`config.mk`:
```
export PLATFORM = sky130hd
export DESIGN_NAME = page_frame_bitmap_allocator
export DESIGN_NICKNAME = d
export VERILOG_FILES = /design/src/pfba_pkg.sv /design/src/pfba_ctrl.sv /design/src/pfba_dp.sv /design/src/page_frame_bitmap_allocator.sv
export SDC_FILE = /design/constraint.sdc
export NUM_CORES = 2
export LEC_CHECK = 0
export BUFFER_PORTS_ARGS = -buffer_cell sky130_fd_sc_hd__buf_2
export CAP_MARGIN = 5
export CORE_ASPECT_RATIO = 0.7
export CORE_UTILIZATION = 35
export CTS_BUF_LIST = sky130_fd_sc_hd__clkbuf_8
export CTS_CLUSTER_DIAMETER = 40
export CTS_CLUSTER_SIZE = 20
export DETAILED_ROUTE_END_ITERATION = 12
export HOLD_SLACK_MARGIN = 0.06
export SLEW_MARGIN = 20
export SYNTH_ARGS = -nofsm -noshare
export SYNTH_HDL_FRONTEND = slang
export SYNTH_SLANG_ARGS = --single-unit
export TNS_END_PERCENT = 1
```
`constraint.sdc`:
```
create_clock -name i_clk -period 4 [get_ports i_clk]
set_clock_uncertainty 0.2 [all_clocks]
set_input_delay 0.6 -clock i_clk [delete_from_list [all_inputs] [get_ports i_clk]]
set_output_delay 0.6 -clock i_clk [all_outputs]
set_load 0.01 [all_outputs]
```
`src/pfba_pkg.sv`:
```
`timescale 1ns / 1ps

package pfba_pkg;

    // Map geometry
    localparam int TOTAL_PAGES = 512;
    localparam int WORD_BITS   = 32;
    localparam int MAP_WORDS   = (TOTAL_PAGES + WORD_BITS - 1) / WORD_BITS;
    localparam int WIDX_W      = (MAP_WORDS > 1) ? $clog2(MAP_WORDS) : 1;
    localparam int BIT_W       = $clog2(WORD_BITS);
    localparam int COUNT_W     = $clog2(TOTAL_PAGES + 1);

    // Field widths
    localparam int OP_W        = 2;
    localparam int PAGE_W      = 9;
    localparam int STATUS_W    = 2;
    localparam int FREE_W      = 10;
    localparam int CFG_W       = 10;
    localparam int IN_TDATA_W  = 16;
    localparam int OUT_TDATA_W = 24;

    typedef enum logic [OP_W-1:0] {
        OP_ALLOC   = 2'd0,
        OP_FREE    = 2'd1,
        OP_REBUILD = 2'd2,
        OP_NOP     = 2'd3
    } t_opcode;

    typedef enum logic [STATUS_W-1:0] {
        ST_OK      = 2'd0,
        ST_NO_FREE = 2'd1,
        ST_RANGE   = 2'd2,
        ST_ALREADY = 2'd3
    } t_status;

    // Commands from controller to datapath
    typedef struct packed {
        logic capture;
        logic scan;
        logic exec;
        logic out_load;
    } t_dp_cmd;

    // Status from datapath to controller
    typedef struct packed {
        t_opcode in_op;
        logic    hit;
        logic    last;
    } t_dp_sts;

    // Free bits of map word w after a rebuild starting at page start
    function automatic logic [WORD_BITS-1:0] map_word(input int w,
                                                      input logic [CFG_W-1:0] start);
        logic [WORD_BITS-1:0] word;
        int                   p;
        word = '0;
        for (int b = 0; b < WORD_BITS; b++) begin
            p = w * WORD_BITS + b;
            word[b] = (p >= int'(start)) && (p < TOTAL_PAGES);
        end
        return word;
    endfunction

    // Free page count after a rebuild starting at page start
    function automatic logic [COUNT_W-1:0] rebuild_total(input logic [CFG_W-1:0] start);
        logic [COUNT_W-1:0] cnt;
        if (int'(start) < TOTAL_PAGES) begin
            cnt = COUNT_W'(TOTAL_PAGES - int'(start));
        end else begin
            cnt = '0;
        end
        return cnt;
    endfunction

endpackage

```
`src/pfba_ctrl.sv`:
```
`timescale 1ns / 1ps

module pfba_ctrl
    import pfba_pkg::*;
(
    input  logic    i_clk,
    input  logic    i_rst_n,
    input  logic    i_in_valid,
    output logic    o_in_ready,
    output logic    o_out_valid,
    input  logic    i_out_ready,
    input  t_dp_sts i_sts,
    output t_dp_cmd o_cmd
);

    typedef enum logic [1:0] {
        S_IDLE,
        S_SCAN,
        S_EXEC,
        S_HOLD
    } t_state;

    t_state r_state, n_state;
    logic   r_out_valid, n_out_valid;
    logic   in_acc;
    logic   out_free;

    assign o_in_ready  = (r_state == S_IDLE);
    assign o_out_valid = r_out_valid;
    assign in_acc      = i_in_valid && o_in_ready;
    assign out_free    = !r_out_valid || i_out_ready;

    // Sequence one item: capture, scan or execute, then load the output register
    always_comb begin
        n_state     = r_state;
        n_out_valid = r_out_valid && !i_out_ready;
        o_cmd       = '0;
        unique case (r_state)
            S_IDLE: begin
                if (in_acc) begin
                    o_cmd.capture = 1'b1;
                    n_state = (i_sts.in_op == OP_ALLOC) ? S_SCAN : S_EXEC;
                end
            end
            S_SCAN: begin
                o_cmd.scan = 1'b1;
                if (i_sts.hit || i_sts.last) begin
                    n_state = S_HOLD;
                end
            end
            S_EXEC: begin
                o_cmd.exec = 1'b1;
                n_state    = S_HOLD;
            end
            S_HOLD: begin
                if (out_free) begin
                    o_cmd.out_load = 1'b1;
                    n_out_valid    = 1'b1;
                    n_state        = S_IDLE;
                end
            end
            default: n_state = S_IDLE;
        endcase
    end

    // Hold state and output valid
    always_ff @(posedge i_clk) begin
        if (!i_rst_n) begin
            r_state     <= S_IDLE;
            r_out_valid <= 1'b0;
        end else begin
            r_state     <= n_state;
            r_out_valid <= n_out_valid;
        end
    end

endmodule

```
`src/pfba_dp.sv`:
```
`timescale 1ns / 1ps

module pfba_dp
    import pfba_pkg::*;
(
    input  logic                   i_clk,
    input  logic                   i_rst_n,
    input  logic                   i_cfg_wen,
    input  logic [CFG_W-1:0]       i_cfg_wdata,
    input  logic [IN_TDATA_W-1:0]  i_in_data,
    output logic [OUT_TDATA_W-1:0] o_out_data,
    input  t_dp_cmd                i_cmd,
    output t_dp_sts                o_sts
);

    logic [WORD_BITS-1:0]   r_map [MAP_WORDS];
    logic [COUNT_W-1:0]     r_total;
    logic [CFG_W-1:0]       r_first;
    t_opcode                r_op;
    logic [PAGE_W-1:0]      r_page;
    logic [WIDX_W-1:0]      r_idx;
    logic [PAGE_W-1:0]      r_res_page;
    t_status                r_res_status;
    logic [OUT_TDATA_W-1:0] r_out_data;

    logic [WORD_BITS-1:0]   cur_word;
    logic [BIT_W-1:0]       low_bit;
    logic                   hit;
    logic                   last;
    logic [WIDX_W-1:0]      f_idx;
    logic [BIT_W-1:0]       f_bit;
    logic                   f_in_range;
    logic                   f_is_free;

    // Examine the word under the scan pointer
    assign cur_word = r_map[r_idx];
    assign hit      = |cur_word;
    assign last     = (r_idx == WIDX_W'(MAP_WORDS - 1));

    // Lowest set bit of the current word
    always_comb begin
        low_bit = '0;
        for (int b = WORD_BITS - 1; b >= 0; b--) begin
            if (cur_word[b]) begin
                low_bit = BIT_W'(b);
            end
        end
    end

    // Locate the page to release
    assign f_idx      = WIDX_W'(r_page >> BIT_W);
    assign f_bit      = r_page[BIT_W-1:0];
    assign f_in_range = 32'(r_page) < 32'(TOTAL_PAGES);
    assign f_is_free  = r_map[f_idx][f_bit];

    assign o_sts.in_op = t_opcode'(i_in_data[OP_W-1:0]);
    assign o_sts.hit   = hit;
    assign o_sts.last  = last;
    assign o_out_data  = r_out_data;

    always_ff @(posedge i_clk) begin
        if (!i_rst_n) begin
            for (int w = 0; w < MAP_WORDS; w++) begin
                r_map[w] <= map_word(w, '0);
            end
            r_total <= rebuild_total('0);
            r_first <= '0;
        end else begin
            if (i_cfg_wen) begin
                r_first <= i_cfg_wdata;
            end

            // Latch the item and rewind the scan pointer
            if (i_cmd.capture) begin
                r_op   <= t_opcode'(i_in_data[OP_W-1:0]);
                r_page <= i_in_data[OP_W +: PAGE_W];
                r_idx  <= '0;
            end

            // Scan one word: grant its lowest free page, or advance
            if (i_cmd.scan) begin
                if (hit) begin
                    r_map[r_idx][low_bit] <= 1'b0;
                    if (r_total != '0) begin
                        r_total <= r_total - COUNT_W'(1);
                    end
                    r_res_page   <= PAGE_W'({r_idx, low_bit});
                    r_res_status <= ST_OK;
                end else if (last) begin
                    r_res_page   <= '0;
                    r_res_status <= ST_NO_FREE;
                end else begin
                    r_idx <= r_idx + WIDX_W'(1);
                end
            end

            // Free, rebuild or no operation
            if (i_cmd.exec) begin
                r_res_page <= '0;
                unique case (r_op)
                    OP_FREE: begin
                        if (!f_in_range) begin
                            r_res_status <= ST_RANGE;
                        end else if (f_is_free) begin
                            r_res_status <= ST_ALREADY;
                        end else begin
                            r_map[f_idx][f_bit] <= 1'b1;
                            r_total      <= r_total + COUNT_W'(1);
                            r_res_status <= ST_OK;
                        end
                    end
                    OP_REBUILD: begin
                        for (int w = 0; w < MAP_WORDS; w++) begin
                            r_map[w] <= map_word(w, r_first);
                        end
                        r_total      <= rebuild_total(r_first);
                        r_res_status <= ST_OK;
                    end
                    OP_ALLOC, OP_NOP: begin
                        r_res_status <= ST_OK;
                    end
                    default: begin
                        r_res_status <= ST_OK;
                    end
                endcase
            end

            // Pack the result item
            if (i_cmd.out_load) begin
                r_out_data <= OUT_TDATA_W'({FREE_W'(r_total), r_res_status, r_res_page});
            end
        end
    end

endmodule

```
`src/page_frame_bitmap_allocator.sv`:
```
`timescale 1ns / 1ps
// Free, rebuild and no-op: the item is captured and executed, then the result waits to load.
// Allocate: the item is captured, then the free map is scanned word by word from word 0 up to
// the first nonzero word (index 0..15), or to the last word if none is free; the result then
// waits for the output register. A new item is taken only after the last result is loaded.
// Reset (synchronous, active low): every page free, count 512, first_free_page 0.

module page_frame_bitmap_allocator
    import pfba_pkg::*;
(
    input  logic                   i_clk,
    input  logic                   i_rst_n,
    input  logic                   i_cfg_wen,
    input  logic [CFG_W-1:0]       i_cfg_wdata,   // first_free_page
    input  logic                   s_axis_tvalid,
    output logic                   s_axis_tready,
    input  logic [IN_TDATA_W-1:0]  s_axis_tdata,  // [1:0] opcode, [10:2] page_number
    output logic                   m_axis_tvalid,
    input  logic                   m_axis_tready,
    output logic [OUT_TDATA_W-1:0] m_axis_tdata   // [8:0] allocated_page, [10:9] status,
                                                  // [20:11] free_pages
);

    t_dp_cmd cmd;
    t_dp_sts sts;

    pfba_ctrl u_ctrl (
        .i_clk       (i_clk),
        .i_rst_n     (i_rst_n),
        .i_in_valid  (s_axis_tvalid),
        .o_in_ready  (s_axis_tready),
        .o_out_valid (m_axis_tvalid),
        .i_out_ready (m_axis_tready),
        .i_sts       (sts),
        .o_cmd       (cmd)
    );

    pfba_dp u_dp (
        .i_clk       (i_clk),
        .i_rst_n     (i_rst_n),
        .i_cfg_wen   (i_cfg_wen),
        .i_cfg_wdata (i_cfg_wdata),
        .i_in_data   (s_axis_tdata),
        .o_out_data  (m_axis_tdata),
        .i_cmd       (cmd),
        .o_sts       (sts)
    );

endmodule

```
==> run_summary.xml <==
<?xml version="1.0" encoding="UTF-8"?>
<metrics>
  <group name="global_route">
    <metric name="initial_antenna_violation_count" unit="">35</metric>
    <metric name="largest_net_degree_at_the_start_of_global_routing" unit="">125</metric>
    <metric name="grt_overflow" unit="">0</metric>
    <metric name="grt_first_pass_wirelength" unit="µm">436000</metric>
    <metric name="number_of_global_route_vias_before_repair" unit="">49439</metric>
    <metric name="grt_resource_usage_total" unit="%">50.4</metric>
  </group>
  <group name="pwr">
    <metric name="power-per-cell-area" unit="nW/µm²">360</metric>
    <metric name="power.leakage" unit="nW">21.9</metric>
    <metric name="peakVddDrop" unit="mV">0.325</metric>
  </group>
  <group name="run_status">
    <metric name="run_status" unit="">finished, violations left</metric>
    <metric name="violations" unit="">setup timing</metric>
  </group>
  <group name="critical_path">
    <metric name="family_of_cells_with_the_greatest_summed_delay_on_the_critical_path" unit="">compound AO/OA/AOI/OAI gates</metric>
    <metric name="setup.worst_path.start_class" unit="">register</metric>
    <metric name="ordered_cell_list_for_the_critical_path" unit="">buf_4 &gt; or2_4 &gt; buf_4 &gt; buf_4 &gt; nor2_1 &gt; o41ai_4 &gt; o22ai_4 &gt; buf_6 &gt; o211ai_4 &gt; buf_4 &gt; buf_12 &gt; nor3_2 &gt; o21bai_2 &gt; a221oi_2 &gt; a21oi_2 &gt; buf_4</metric>
    <metric name="timing.critical_path.slowest_cell_delay" unit="ns">0.58</metric>
    <metric name="critical-path-slowest-cell" unit="">o41ai_4</metric>
    <metric name="crit_path_max_fanout" unit="">12</metric>
    <metric name="timing.critical_path.required" unit="ns">4.42</metric>
    <metric name="worst_reg2reg_path_endpoint" unit="">u_dp.r_map[7][15]$_DFFE_PP_</metric>
    <metric name="crit_arrival" unit="ns">5.43</metric>
    <metric name="setup.worst_path.end_class" unit="">register</metric>
    <metric name="path_buf_inv" unit="">7</metric>
    <metric name="worst-r2r-setup-slack" unit="ns">-1.01</metric>
    <metric name="worstReg2RegStart" unit="">u_dp.r_page[1]$_DFFE_PP_</metric>
    <metric name="rr_worst_depth" unit="">16</metric>
    <metric name="crit_top_cell" unit="">buf_4</metric>
    <metric name="worst-setup-path-type" unit="">register to register</metric>
  </group>
  <group name="place">
    <metric name="pre_cts_ws" unit="ns">-1.86</metric>
    <metric name="gp_congestion" unit="">1.12</metric>
    <metric name="placed_cells" unit="">7170</metric>
    <metric name="buffer_ports.inserted" unit="">48</metric>
    <metric name="placement.cell_area" unit="µm²">57400</metric>
    <metric name="post-dp-hpwl" unit="µm">253000</metric>
  </group>
  <group name="logic_synthesis">
    <metric name="asyncSetResetFlopFracSynth" unit="%">0</metric>
    <metric name="yosys.area.top_type" unit="">edfxtp_1</metric>
    <metric name="synth_fa_ha_area_share" unit="%">0.339</metric>
    <metric name="dominant_combinational_cell_family_by_area_after_synthesis" unit="">compound AO/OA/AOI/OAI gates</metric>
    <metric name="ys_dominant_reg_cell" unit="">edfxtp_1</metric>
    <metric name="synth_simple_gate_area_share" unit="%">11.0</metric>
    <metric name="synth.ff_latch_count" unit="">590</metric>
    <metric name="post_synth_instance_area" unit="µm²">44300</metric>
    <metric name="yosys.area_share.xor_xnor" unit="%">0.416</metric>
    <metric name="synth_sequential_area_ratio" unit="%">39.3</metric>
    <metric name="yosys-top-cells-area" unit="">edfxtp_1 38%, mux4_2 12%, a21oi_1 7.6%, o21ai_0 7.4%, a221oi_1 3.0%</metric>
    <metric name="ys_types" unit="">115</metric>
    <metric name="ys.warnings.count" unit="">0</metric>
    <metric name="post_synthesis_average_cell_area" unit="µm²">9.53</metric>
    <metric name="synth.most_common_cell" unit="">a21oi_1</metric>
    <metric name="synth-compound-area-share" unit="%">27.7</metric>
    <metric name="synth_common_cells" unit="">675 x a21oi_1, 658 x o21ai_0, 559 x edfxtp_1, 340 x clkbuf_1, 326 x nand2_1</metric>
    <metric name="netlist_instances" unit="">4643</metric>
    <metric name="muxShareOfSynthArea" unit="%">15.5</metric>
    <metric name="synth_edf_count" unit="">559</metric>
    <metric name="yosys.area.top_type_share" unit="%">37.9</metric>
  </group>
  <group name="die">
    <metric name="die-width" unit="µm">427</metric>
    <metric name="rows" unit="">108</metric>
    <metric name="initial_cell_density_of_the_core" unit="%">35.5</metric>
    <metric name="design.die.area" unit="µm²">128000</metric>
    <metric name="coreArea" unit="µm²">125000</metric>
    <metric name="fp.dieH" unit="µm">300</metric>
    <metric name="design.portCount" unit="">57</metric>
  </group>
  <group name="routing">
    <metric name="drtIter0Drc" unit="">10102</metric>
    <metric name="detail_route.wirelength" unit="µm">331000</metric>
    <metric name="dr_drc_count" unit="">0</metric>
    <metric name="detail_route.wl_per_cell" unit="µm">44.0</metric>
    <metric name="antenna_violating_nets_post_route" unit="">0</metric>
    <metric name="vias" unit="">53402</metric>
    <metric name="vias_per_cell" unit="">7.10</metric>
    <metric name="dr.pass1.iters" unit="">9</metric>
  </group>
  <group name="clocking">
    <metric name="clk-insertion-delay-late" unit="ns">0.93</metric>
    <metric name="clock_tree.root_cell" unit="">clkbuf_8</metric>
    <metric name="cts_tree" unit="">done</metric>
    <metric name="total_clock_buffers_created_by_cts" unit="">97</metric>
    <metric name="cts_sinks" unit="">590</metric>
    <metric name="cts.clk_slew.worst_paths" unit="ns">0.09</metric>
    <metric name="cts_max_level" unit="">3</metric>
    <metric name="buffers_from_clock_root_to_sink_at_most" unit="">3</metric>
  </group>
  <group name="timing">
    <metric name="relSlewSlack" unit="%">6.93</metric>
    <metric name="final_critical_path_setup_slack" unit="ns">-1.01</metric>
    <metric name="max_freq" unit="MHz">200</metric>
    <metric name="period_minus_slack" unit="ns">5.01</metric>
    <metric name="final.period_utilization" unit="%">125</metric>
    <metric name="hold_violations" unit="">0</metric>
    <metric name="grt_setup_unrepaired" unit="">yes</metric>
    <metric name="count_of_endpoints_failing_setup_in_the_final_report" unit="">1065</metric>
    <metric name="transition_time_of_the_tightest_slew_check_pin" unit="ns">1.38</metric>
    <metric name="drv_slew" unit="">0</metric>
  </group>
  <group name="cells_and_area">
    <metric name="post_layout_nonfiller_instances" unit="">7525</metric>
    <metric name="synthToLayoutAreaGrowth" unit="%">46.9</metric>
    <metric name="nets" unit="">5826</metric>
    <metric name="post_route_cells_drive_above_1_share" unit="%">44.1</metric>
    <metric name="postLayoutCellArea" unit="µm²">65000</metric>
  </group>
  <group name="run">
    <metric name="max-cap-violations" unit="">0</metric>
  </group>
  <group name="worst_hold_path">
    <metric name="whs_endpoint" unit="">u_dp.r_total[9]$_SDFF_PN1_</metric>
    <metric name="worst_hold_path.num_cells" unit="">3</metric>
    <metric name="hold_start" unit="">i_rst_n</metric>
    <metric name="hold_class" unit="">input port to register</metric>
  </group>
</metrics>
final cells by class:
type	count	area, µm²
clock buffers	98	1350
flip-flops and latches	590	17400
repair buffers	1584	15700
inverters	20	75.1
clock inverters	79	822
fillers	11534	59700
multi-input cells	3490	27600
diodes	14	35.0
well taps	1650	2060
worst max-delay path by stage:
stage | startpoint | endpoint | slack, ns | cells past startpoint
3_3_place_gp | register | u_dp.r_map[1][0]$_DFFE_PP_ | -2.22 | 15
6_report | u_dp.r_page[1]$_DFFE_PP_ | u_dp.r_map[7][15]$_DFFE_PP_ | -1.01 | 16
5_1_grt | register | u_dp.r_map[10][7]$_DFFE_PP_ | -0.84 | 20
3_5_place_dp | register | u_dp.r_map[1][29]$_DFFE_PP_ | -1.86 | 15
2_1_floorplan | register | u_dp.r_map[5][31]$_DFFE_PP_ | -0.16 | 14
4_1_cts | register | u_dp.r_map[7][15]$_DFFE_PP_ | -0.76 | 18
routing by layer:
layer	vias to the layer above	global-route usage, %	part of all wire, %
met5	-	0	0.11
met4	38	28.6	6.9
met3	1165	26.5	18
met2	5239	64.0	37
met1	26376	67.0	38
li1	20584	-	-
state kept, by name, summed over array words and instances, names as in the netlist, named ones only:
signal	count
u_dp.r_map	512
u_dp.o_out_data	21
u_dp.r_first	10
u_dp.r_total	10
u_dp.r_page	9
u_dp.r_res_page	9
u_dp.r_idx	4
u_ctrl.r_state	2
u_dp.r_op	2
u_dp.r_res_status	2
u_ctrl.o_out_valid	1
metrics by stage:
stage	power (mW)	hold slack, ns	setup TNS [ns]	utilization, %
finish	23.4	0.148	-794.00	52.1
global route	23.6	0.159	-707.26	52.1
CTS	22.6	0.0732	-597.17	50.4
detailed placement	15.6	0.207	-1575.77	46.0
global placement	15.6	0.207	-1817.27	46.0
floorplan	11.1	0.200	-25.94	-
worst min-delay path, cell delays in order:
cell	delay, ns
buf_2	0.22
buf_4	0.27
o221ai_1	0.09
placed cells by master (no fill, tap or decap), types with 84 or more instances in the layout:
master and count:
mux4_2 236, buf_4 1116, buf_6 119, o21ai_0 392, buf_12 231, o21ai_2 94, o21ai_1 283, a221oi_1 89
edfxtp_1 559, a21oi_1 586, a21oi_2 84, nor2_1 246, nand2_1 306, mux2i_1 105, clkbuf_8 98
cells by family after synthesis:
logic type	count (synthesis)
XOR/XNOR	21
adder cells (fa/ha/maj)	12
other	1
multiplexers	386
flip-flops	590
buffers and inverters	568
AND/OR/NAND/NOR	1013
AO/OA/AOI/OAI	2052
report_power, final:
part	switching [mW]	internal [mW]	leakage [nW]
combinational	5.86	3.70	16.3
clock	3.44	2.85	1.09
sequential	0.349	7.18	4.44
total	9.65	13.7	21.9
what timing repair did:
item | in CTS | in global routing
pin swaps | 100 | 84
hold buffers | 33 | 0
endpoints found under the hold margin | 29 | 0
buffers inserted | 90 | 31
endpoints found under the setup margin | 1066 | 1065
gates cloned | 16 | 2
gates resized for setup | 512 | 533
(Power assumes the default switching activity.)
